[src/nhfr_pkg.sv]
// Shared types and constants for the NRZI HDLC frame receiver.
// Depends on nothing; imported by nhfr_core, nrzi_hdlc_frame_receiver and nhfr_checker.
`timescale 1ns / 1ps

package nhfr_pkg;

    // Configuration register indexes
    localparam logic [1:0] REG_ENABLE       = 2'd0;
    localparam logic [1:0] REG_SYNC_TIMEOUT = 2'd1;
    localparam logic [1:0] REG_PREAMBLE_MIN = 2'd2;
    localparam logic [1:0] REG_MAX_BITS     = 2'd3;

    localparam int CFG_IDX_W  = 2;
    localparam int CFG_DATA_W = 11;
    localparam int CNT_W      = 11;

    // Configuration reset values
    localparam logic       RST_ENABLE       = 1'b1;
    localparam logic [7:0] RST_SYNC_TIMEOUT = 8'd16;
    localparam logic [7:0] RST_PREAMBLE_MIN = 8'd8;
    localparam logic [CNT_W-1:0] RST_MAX_BITS = 11'd1020;

    // Handler phases
    localparam logic [2:0] PH_OFF      = 3'd0;
    localparam logic [2:0] PH_RESET    = 3'd1;
    localparam logic [2:0] PH_WAIT     = 3'd2;
    localparam logic [2:0] PH_PREFETCH = 3'd3;
    localparam logic [2:0] PH_RECEIVE  = 3'd4;

    // Sync hunter phases
    localparam logic [1:0] SY_RESTART = 2'd0;
    localparam logic [1:0] SY_ZERO    = 2'd1;
    localparam logic [1:0] SY_ONE     = 2'd2;
    localparam logic [1:0] SY_FLAG    = 2'd3;

    // Error codes
    localparam logic [1:0] ERR_STUFF  = 2'd0;
    localparam logic [1:0] ERR_LENGTH = 2'd1;
    localparam logic [1:0] ERR_CRC    = 2'd2;

    // Framing and CRC constants
    localparam logic [15:0] CRC_POLY  = 16'h8408;
    localparam logic [15:0] CRC_GOOD  = 16'hF0B8;
    localparam logic [15:0] CRC_INIT  = 16'hFFFF;
    localparam logic [7:0]  HDLC_FLAG = 8'h7E;
    localparam logic [CNT_W-1:0] CNT_MAX       = 11'd2047;
    localparam logic [CNT_W-1:0] PREFETCH_BITS = 11'd8;
    localparam logic [7:0]  SYNC_MAX       = 8'd255;
    localparam logic [7:0]  SYNC_FLAG_ONE  = 8'd5;
    localparam logic [7:0]  SYNC_FLAG_ZERO = 8'd7;
    localparam logic [2:0]  ONES_LIMIT     = 3'd5;
    localparam logic [2:0]  BYTE_LAST_BIT  = 3'd7;

    // One result word
    typedef struct packed {
        logic       byte_valid;
        logic [7:0] byte_value;
        logic       packet_start;
        logic       packet_commit;
        logic       error_valid;
        logic [1:0] error_code;
        logic       channel;
        logic       channel_hop;
    } t_result;

endpackage

[src/nhfr_core.sv]
// Per-bit receiver logic: NRZI decode, sync hunt, destuffing, CRC, framing.
// Holds the handler state and configuration. Depends on nhfr_pkg.
`timescale 1ns / 1ps

module nhfr_core (
    input  logic                           i_clk,
    input  logic                           i_rst_n,
    input  logic                           i_step,
    input  logic                           i_line_bit,
    input  logic                           i_cfg_we,
    input  logic [nhfr_pkg::CFG_IDX_W-1:0] i_cfg_index,
    input  logic [nhfr_pkg::CFG_DATA_W-1:0] i_cfg_data,
    output nhfr_pkg::t_result              o_result
);
    import nhfr_pkg::*;

    // configuration
    logic [7:0]       r_sync_timeout;
    logic [7:0]       r_preamble_min;
    logic [CNT_W-1:0] r_max_bits;

    // handler state
    logic             r_prev_line, n_prev_line;
    logic [15:0]      r_window, n_window;
    logic [2:0]       r_phase, n_phase;
    logic [1:0]       r_sync, n_sync;
    logic [7:0]       r_sync_count, n_sync_count;
    logic [CNT_W-1:0] r_bit_count, n_bit_count;
    logic [2:0]       r_ones, n_ones;
    logic [7:0]       r_accum, n_accum;
    logic [15:0]      r_crc, n_crc;
    logic             r_channel, n_channel;

    logic             dec_bit;
    logic [15:0]      win_shift;
    logic [CNT_W-1:0] bc_inc;
    logic [7:0]       sc_dec;
    logic             alt;
    logic             rx_bit;
    logic [7:0]       acc_next;
    logic [15:0]      crc_next;
    t_result          res;

    // NRZI decode: no transition means 1
    assign dec_bit   = ~(r_prev_line ^ i_line_bit);
    assign win_shift = {dec_bit, r_window[15:1]};
    assign bc_inc    = (r_bit_count == CNT_MAX) ? r_bit_count : r_bit_count + 1'b1;
    assign sc_dec    = (r_sync_count != 8'd0) ? r_sync_count - 1'b1 : r_sync_count;
    assign alt       = (r_sync == SY_ZERO) ? dec_bit : ~dec_bit;
    assign rx_bit    = win_shift[7];
    assign acc_next  = {rx_bit, r_accum[7:1]};
    assign crc_next  = {1'b0, r_crc[15:1]} ^ ((rx_bit ^ r_crc[0]) ? CRC_POLY : 16'h0000);

    // next state and result for one line bit
    always_comb begin
        n_prev_line  = i_line_bit;
        n_window     = win_shift;
        n_phase      = r_phase;
        n_sync       = r_sync;
        n_sync_count = r_sync_count;
        n_bit_count  = r_bit_count;
        n_ones       = r_ones;
        n_accum      = r_accum;
        n_crc        = r_crc;
        n_channel    = r_channel;
        res          = '0;

        case (r_phase)
            PH_RESET: begin
                n_window         = win_shift & 16'h8000;
                n_bit_count      = '0;
                res.packet_start = 1'b1;
                res.byte_valid   = 1'b1;
                res.byte_value   = {7'd0, r_channel};
                n_phase          = PH_WAIT;
                n_sync           = SY_RESTART;
            end
            PH_WAIT: begin
                n_bit_count = bc_inc;
                case (r_sync)
                    SY_RESTART: begin
                        if (bc_inc > {3'd0, r_sync_timeout}) begin
                            n_phase = PH_RESET;
                        end else begin
                            n_sync_count = '0;
                            n_sync       = dec_bit ? SY_ONE : SY_ZERO;
                        end
                    end
                    SY_ZERO, SY_ONE: begin
                        if (alt) begin
                            n_sync_count = (r_sync_count == SYNC_MAX) ?
                                           r_sync_count : r_sync_count + 1'b1;
                            n_sync       = dec_bit ? SY_ONE : SY_ZERO;
                        end else if (r_sync_count > r_preamble_min) begin
                            n_sync_count = dec_bit ? SYNC_FLAG_ONE : SYNC_FLAG_ZERO;
                            n_sync       = SY_FLAG;
                        end else begin
                            n_sync = SY_RESTART;
                        end
                    end
                    default: begin
                        // counting down the rest of the start flag
                        n_sync_count = sc_dec;
                        if (sc_dec != 8'd0) begin
                            if (!dec_bit) n_sync = SY_RESTART;
                        end else if (!dec_bit) begin
                            n_bit_count = '0;
                            n_phase     = PH_PREFETCH;
                        end else begin
                            n_sync = SY_RESTART;
                        end
                    end
                endcase
            end
            PH_PREFETCH: begin
                n_bit_count = bc_inc;
                if (bc_inc == PREFETCH_BITS) begin
                    n_bit_count = '0;
                    n_ones      = '0;
                    n_accum     = '0;
                    n_crc       = CRC_INIT;
                    n_phase     = PH_RECEIVE;
                end
            end
            PH_RECEIVE: begin
                if (r_ones >= ONES_LIMIT) begin
                    // stuff bit position: must be a zero
                    if (rx_bit) begin
                        res.error_valid = 1'b1;
                        res.error_code  = ERR_STUFF;
                        n_phase         = PH_RESET;
                    end else begin
                        n_ones = '0;
                    end
                end else begin
                    n_ones      = rx_bit ? r_ones + 1'b1 : 3'd0;
                    n_crc       = crc_next;
                    n_accum     = acc_next;
                    n_bit_count = bc_inc;
                    if (r_bit_count[2:0] == BYTE_LAST_BIT) begin
                        res.byte_valid = 1'b1;
                        res.byte_value = acc_next;
                        n_accum        = '0;
                    end
                    if (win_shift[15:8] == HDLC_FLAG) begin
                        if (crc_next != CRC_GOOD) begin
                            res.error_valid = 1'b1;
                            res.error_code  = ERR_CRC;
                        end else begin
                            res.packet_commit = 1'b1;
                        end
                        n_phase = PH_RESET;
                    end else if (bc_inc > r_max_bits) begin
                        res.error_valid = 1'b1;
                        res.error_code  = ERR_LENGTH;
                        n_phase         = PH_RESET;
                    end
                end
            end
            default: begin
                // off: line still decoded and shifted
            end
        endcase

        // every fall back to the reset phase hops channel
        if (n_phase == PH_RESET) begin
            n_channel       = ~r_channel;
            res.channel_hop = 1'b1;
        end
        res.channel = n_channel;
    end

    assign o_result = res;

    // state and configuration registers
    always_ff @(posedge i_clk) begin
        if (!i_rst_n) begin
            r_sync_timeout <= RST_SYNC_TIMEOUT;
            r_preamble_min <= RST_PREAMBLE_MIN;
            r_max_bits     <= RST_MAX_BITS;
            r_prev_line    <= 1'b0;
            r_window       <= '0;
            r_phase        <= RST_ENABLE ? PH_RESET : PH_OFF;
            r_sync         <= SY_RESTART;
            r_sync_count   <= '0;
            r_bit_count    <= '0;
            r_ones         <= '0;
            r_accum        <= '0;
            r_crc          <= '0;
            r_channel      <= 1'b0;
        end else begin
            if (i_step) begin
                r_prev_line  <= n_prev_line;
                r_window     <= n_window;
                r_sync       <= n_sync;
                r_sync_count <= n_sync_count;
                r_bit_count  <= n_bit_count;
                r_ones       <= n_ones;
                r_accum      <= n_accum;
                r_crc        <= n_crc;
                r_channel    <= n_channel;
            end
            // enable write restarts or idles the handler
            if (i_cfg_we && (i_cfg_index == REG_ENABLE)) begin
                r_phase <= i_cfg_data[0] ? PH_RESET : PH_OFF;
            end else if (i_step) begin
                r_phase <= n_phase;
            end
            if (i_cfg_we) begin
                case (i_cfg_index)
                    REG_SYNC_TIMEOUT: r_sync_timeout <= i_cfg_data[7:0];
                    REG_PREAMBLE_MIN: r_preamble_min <= i_cfg_data[7:0];
                    REG_MAX_BITS:     r_max_bits <= i_cfg_data[CNT_W-1:0];
                    default: begin
                    end
                endcase
            end
        end
    end

endmodule

[src/nrzi_hdlc_frame_receiver.sv]
// The result word of an accepted line bit is registered in the output register, or in the skid word on a stall.
// Throughput: one line bit per cycle while input ready is high; the per-bit update is one register stage.
// A skid word behind the output register takes one more line bit when the output stalls;
// input ready then drops until the stalled word leaves.
// Reset (synchronous, active low): handler in reset phase, channel 0, config defaults.
// Configuration writes are taken every cycle.
`timescale 1ns / 1ps

module nrzi_hdlc_frame_receiver (
    input  logic                            i_clk,
    input  logic                            i_rst_n,
    input  logic                            i_in_valid,
    output logic                            o_in_ready,
    input  logic                            i_line_bit,
    output logic                            o_out_valid,
    input  logic                            i_out_ready,
    output logic                            o_byte_valid,
    output logic [7:0]                      o_byte_value,
    output logic                            o_packet_start,
    output logic                            o_packet_commit,
    output logic                            o_error_valid,
    output logic [1:0]                      o_error_code,
    output logic                            o_channel,
    output logic                            o_channel_hop,
    input  logic                            i_cfg_valid,
    output logic                            o_cfg_ready,
    input  logic [nhfr_pkg::CFG_IDX_W-1:0]  i_cfg_index,
    input  logic [nhfr_pkg::CFG_DATA_W-1:0] i_cfg_data
);
    import nhfr_pkg::*;

    t_result res;
    t_result r_out;
    t_result r_skid;
    logic    r_out_valid;
    logic    r_skid_valid;
    logic    in_fire;
    logic    out_fire;

    assign o_in_ready  = ~r_skid_valid;
    assign o_cfg_ready = 1'b1;
    assign in_fire     = i_in_valid & o_in_ready;
    assign out_fire    = r_out_valid & i_out_ready;

    nhfr_core u_core (
        .i_clk       (i_clk),
        .i_rst_n     (i_rst_n),
        .i_step      (in_fire),
        .i_line_bit  (i_line_bit),
        .i_cfg_we    (i_cfg_valid),
        .i_cfg_index (i_cfg_index),
        .i_cfg_data  (i_cfg_data),
        .o_result    (res)
    );

    // output register with skid word
    always_ff @(posedge i_clk) begin
        if (!i_rst_n) begin
            r_out_valid  <= 1'b0;
            r_skid_valid <= 1'b0;
        end else if (!r_out_valid || out_fire) begin
            if (r_skid_valid) begin
                r_out_valid  <= 1'b1;
                r_skid_valid <= 1'b0;
            end else begin
                r_out_valid <= in_fire;
            end
        end else if (in_fire) begin
            r_skid_valid <= 1'b1;
        end
    end

    always_ff @(posedge i_clk) begin
        if (!r_out_valid || out_fire) begin
            r_out <= r_skid_valid ? r_skid : res;
        end else if (in_fire) begin
            r_skid <= res;
        end
    end

    assign o_out_valid     = r_out_valid;
    assign o_byte_valid    = r_out.byte_valid;
    assign o_byte_value    = r_out.byte_value;
    assign o_packet_start  = r_out.packet_start;
    assign o_packet_commit = r_out.packet_commit;
    assign o_error_valid   = r_out.error_valid;
    assign o_error_code    = r_out.error_code;
    assign o_channel       = r_out.channel;
    assign o_channel_hop   = r_out.channel_hop;

endmodule

[config.mk]
export PLATFORM = sky130hd
export DESIGN_NAME = nrzi_hdlc_frame_receiver
export DESIGN_NICKNAME = d
export VERILOG_FILES = /design/src/nhfr_pkg.sv /design/src/nhfr_core.sv /design/src/nrzi_hdlc_frame_receiver.sv
export SDC_FILE = /design/constraint.sdc
export NUM_CORES = 1
export LEC_CHECK = 0
export ABC_AREA = 1
export BUFFER_PORTS_ARGS = -buffer_cell sky130_fd_sc_hd__buf_2
export CAP_MARGIN = 5
export CORE_MARGIN = 2
export CORE_UTILIZATION = 34
export CTS_BUF_LIST = sky130_fd_sc_hd__clkbuf_8 sky130_fd_sc_hd__clkbuf_16
export CTS_CLUSTER_SIZE = 28
export DETAILED_ROUTE_END_ITERATION = 12
export SETUP_SLACK_MARGIN = 0.3
export SLEW_MARGIN = 5
export SYNTH_ARGS = -nofsm -noshare
export SYNTH_HDL_FRONTEND = slang
export SYNTH_HIERARCHICAL = 1
export SYNTH_SLANG_ARGS = --single-unit
[constraint.sdc]
create_clock -name i_clk -period 8 [get_ports i_clk]
set_input_delay 0.4 -clock i_clk [delete_from_list [all_inputs] [get_ports i_clk]]
set_output_delay 0.4 -clock i_clk [all_outputs]
set_load 0.05 [all_outputs]
==> summary.txt <==
Flow run
  • Max cap viols: 0

Cells and area
  • Layout cell share with drive strength beyond 1: 0.1234
  • Reg area: 0.002743 mm2
  • FILL cells: 1977
  • Antenna cells: 0
  • Post-Layout Cell Count: 1181
  • Layout area overhead: 14.12%
  • Final net count: 960
  • Area of the multi-input gates: 0.003288 mm2
  • Most frequent cells in the layout: 190 x nand2_1, 103 x inv_1, 89 x dfxtp_1
  • Commonest non-fill, non-tap cell in the layout: nand2_1

Pwr
  • Maximum VDD drop: 0.0001560 V
  • Final Power: 1.653 mW
  • P per Cell Area: 217.8 mW/mm2
  • Leak: 3.241 nW

Setup path
  • Crit end category: flip-flop
  • RR Endpoint: o_channel$_DFFE_PP_
  • R2R cell count: 20
  • Cell with the largest stage delay on the worst path: dfxtp_1
  • WP data required: 8170 ps
  • Setup crit start: u_core/r_bit_count[0]$_SDFFE_PN0P_
  • End of the critical path: o_channel$_DFFE_PP_
  • CP peak stage delay: 400 ps
  • FF-to-FF Start: u_core/r_bit_count[0]$_SDFFE_PN0P_
  • Critical Path Most Common Cell: nand2_1
  • R2R setup slack: 4710 ps
  • CP arrival: 3460 ps
  • WS Path Type: reg2reg
  • Worst setup SP type: flip-flop
  • Critical path fanouts, max: 11
  • Crit path cell chain: ha_1 -> nand2_2 -> nor2_4 -> nand3_2 -> inv_2 -> a21oi_1 -> inv_1 -> ha_1 -> a21oi_1 -> nand2_1 -> nand2_1 -> nand3_1 -> nand2_1 -> a21oi_1 -> a21oi_1 -> nand3_1 -> nand3_1 -> nand2_1 -> nand2_1 -> nand2_1

STA
  • Clock Skew: 10.78 ps
  • Fin worst setup slack: 4710 ps
  • Endpoints failing setup: 0
  • Hold violation total from the final report: 0
  • Relative slew slack: 0.2427
  • Worst-margin pin slew: 1132 ps
  • Max-slew violation count: 0
  • Fin crit share: 0.4113
  • Fin Hold WS: 197.5 ps
  • Fmax: 303.9 MHz
  • RSZ-0062 raised after global routing: no
  • Setup TNS Final: 0 ps
  • Period minus WS final: 3290 ps

Clocking
  • # hold bufs at CTS: 0
  • H-tree depth: 4
  • CTS resizes: 0
  • Worst-Skew Late Latency: 420 ps
  • Setup Fix Bufs, Post-CTS: 0
  • Num CTS Buffers: 17
  • Sink Count: 121
  • Worst-path clk slew: 60 ps
  • Root Buffer: clkbuf_16
  • Clock Tree Buf Depth: 2
  • CTS tree: done

Detailed routing
  • DR vias: 5642
  • DRT Wirelength: 14990 um
  • Length of the first detailed-routing pass in iterations: 5
  • DRT iter0 DRCs: 356
  • WL per Instance: 12.69 um
  • DRC errors left: 0
  • Antenna-violating nets left: 0
  • Vias/cell: 4.777

GRT
  • Initial antenna violation count: 0
  • Largest net degree at the start of global routing: 64
  • Number of global-route vias before repair: 5216
  • Total congestion overflow: 0
  • First-pass GRT wire length: 25470 um
  • Tot GR Track Use: 0.1554

Place
  • Post-Place Setup Slack: 4771 ps
  • Port buffer count: 36
  • # placed instances: 1149
  • Hpwl dp: 10610 um
  • Final Wtd Congestion: 0.8740

Die
  • Initial core utilization: 0.3438
  • Ports: 38
  • # rows: 51
  • Core Area: 0.01933 mm2
  • Die Span Y: 143.8 um
  • Die ar.: 0.02069 mm2
  • Die W: 143.8 um

Logic synthesis
  • Synth warn: 6
  • Post-Syn Instances: 873
  • Library cells used by synthesis: 53
  • Seq/Total Area, Yosys: 0.4126
  • FFs w/ async S/R, synth: 0
  • Mean Syn Cell Area: 7.615 um2
  • Top FF cell, synth: dfxtp_1
  • Post-synth EDFFs: 32
  • Cell Area, Synth: 0.006648 mm2
  • Syn Nets: 930
  • #FFs+latches synth: 121

Run status
  • Status: completed

Min path
  • Hold crit path type: in2reg
[power breakdown]
group | switching [mW] | leakage, nW | internal [mW] | total (mW)
registers | 0.0161 | 1.06 | 0.658 | 0.675
clock network | 0.328 | 0.274 | 0.413 | 0.741
logic | 0.169 | 1.91 | 0.0680 | 0.237
total | 0.513 | 3.24 | 1.14 | 1.65
[routing by layer]
layer | vias up | GRT usage | routed length (um)
met3 | 14 | 0.03499 | 664
met4 | 0 | 0.05470 | 200
li1 | 2978 | - | -
met1 | 2526 | 0.2106 | 7542
met5 | - | 0 | 0
met2 | 124 | 0.2434 | 6583
[area by class of cell]
cell class | count | area share
clock buffer | 17 | 0.05608
tap | 265 | 0.04371
sequential | 121 | 0.3615
timing repair buffer | 40 | 0.02771
multi-input combinational | 609 | 0.4334
clock inverter | 15 | 0.01946
inverter | 114 | 0.05806
[critical path: cells and delay by family (launching register included)]
family / cells / cell delay (ps)
compound gates: 4 / 440
fa+ha+maj: 2 / 470
simple gates: 12 / 1460
flops: 1 / 400
buf+inv: 2 / 280
[synthesized netlist by cell type, types with 5 or more instances]
cell type / n / area, um2
nand3_1: 45 / 225.2
xor2_1: 5 / 43.79
a211oi_1: 6 / 45.04
nor3_1: 15 / 75.07
nand2_2: 9 / 56.30
dfxtp_1: 89 / 1782
edfxtp_1: 32 / 960.9
a21oi_1: 84 / 420.4
o21ai_1: 8 / 40.04
nand2_1: 190 / 713.2
clkbuf_1: 16 / 60.06
inv_2: 6 / 22.52
a31oi_1: 5 / 31.28
nor2_1: 72 / 270.3
inv_1: 103 / 386.6
ha_1: 38 / 475.5
nand4_1: 10 / 62.56
o21ai_0: 67 / 335.3
o22ai_1: 8 / 50.05
[worst min path at each step]
stage,start,end,slack (ps),cells after the start
3_3_place_gp,u_core/r_bit_count[10]$_SDFFE_PN0P_,u_core/r_bit_count[10]$_SDFFE_PN0P_,450,2
6_report,i_cfg_data[8],u_core/r_max_bits[8]$_SDFFE_PN1P_,200,3
3_5_place_dp,u_core/r_bit_count[10]$_SDFFE_PN0P_,u_core/r_bit_count[10]$_SDFFE_PN0P_,460,2
5_1_grt,i_cfg_data[8],u_core/r_max_bits[8]$_SDFFE_PN1P_,230,3
2_1_floorplan,u_core/r_max_bits[10]$_SDFFE_PN0P_,u_core/r_max_bits[10]$_SDFFE_PN0P_,440,2
4_1_cts,i_cfg_data[8],u_core/r_max_bits[8]$_SDFFE_PN1P_,180,3
[registers in the layout, indices dropped and copies added (netlist names), 2 cells and up]
register	flops
u_core/r_sync_timeout	8
u_core/r_bit_count	11
u_core/r_preamble_min	8
u_core/r_sync	2
r_skid	16
o_byte_value	8
u_core/r_crc	16
u_core/r_sync_count	8
o_error_code	2
u_core/r_window	8
u_core/r_max_bits	11
u_core/r_accum	7
u_core/r_phase	3
u_core/r_ones	3
[kinds of logic after synthesis]
group / after synthesis / synth area share
simple gates: 365 / 0.2464
fa+ha+maj: 38 / 0.07152
buf+inv: 143 / 0.09279
other cells: 1 / 0.0005641
compound gates: 198 / 0.1669
flops: 121 / 0.4126
xor+xnor: 7 / 0.009223
[per-stage QoR]
step | util | area, um2
after detailed placement | 0.3627 | 7013
after global placement | 0.3627 | 7013
after global routing | 0.3924 | 7586
final | 0.3924 | 7586
after floorplan | - | 6648
after CTS | 0.3924 | 7586
Power figures use the tool's default switching activity.
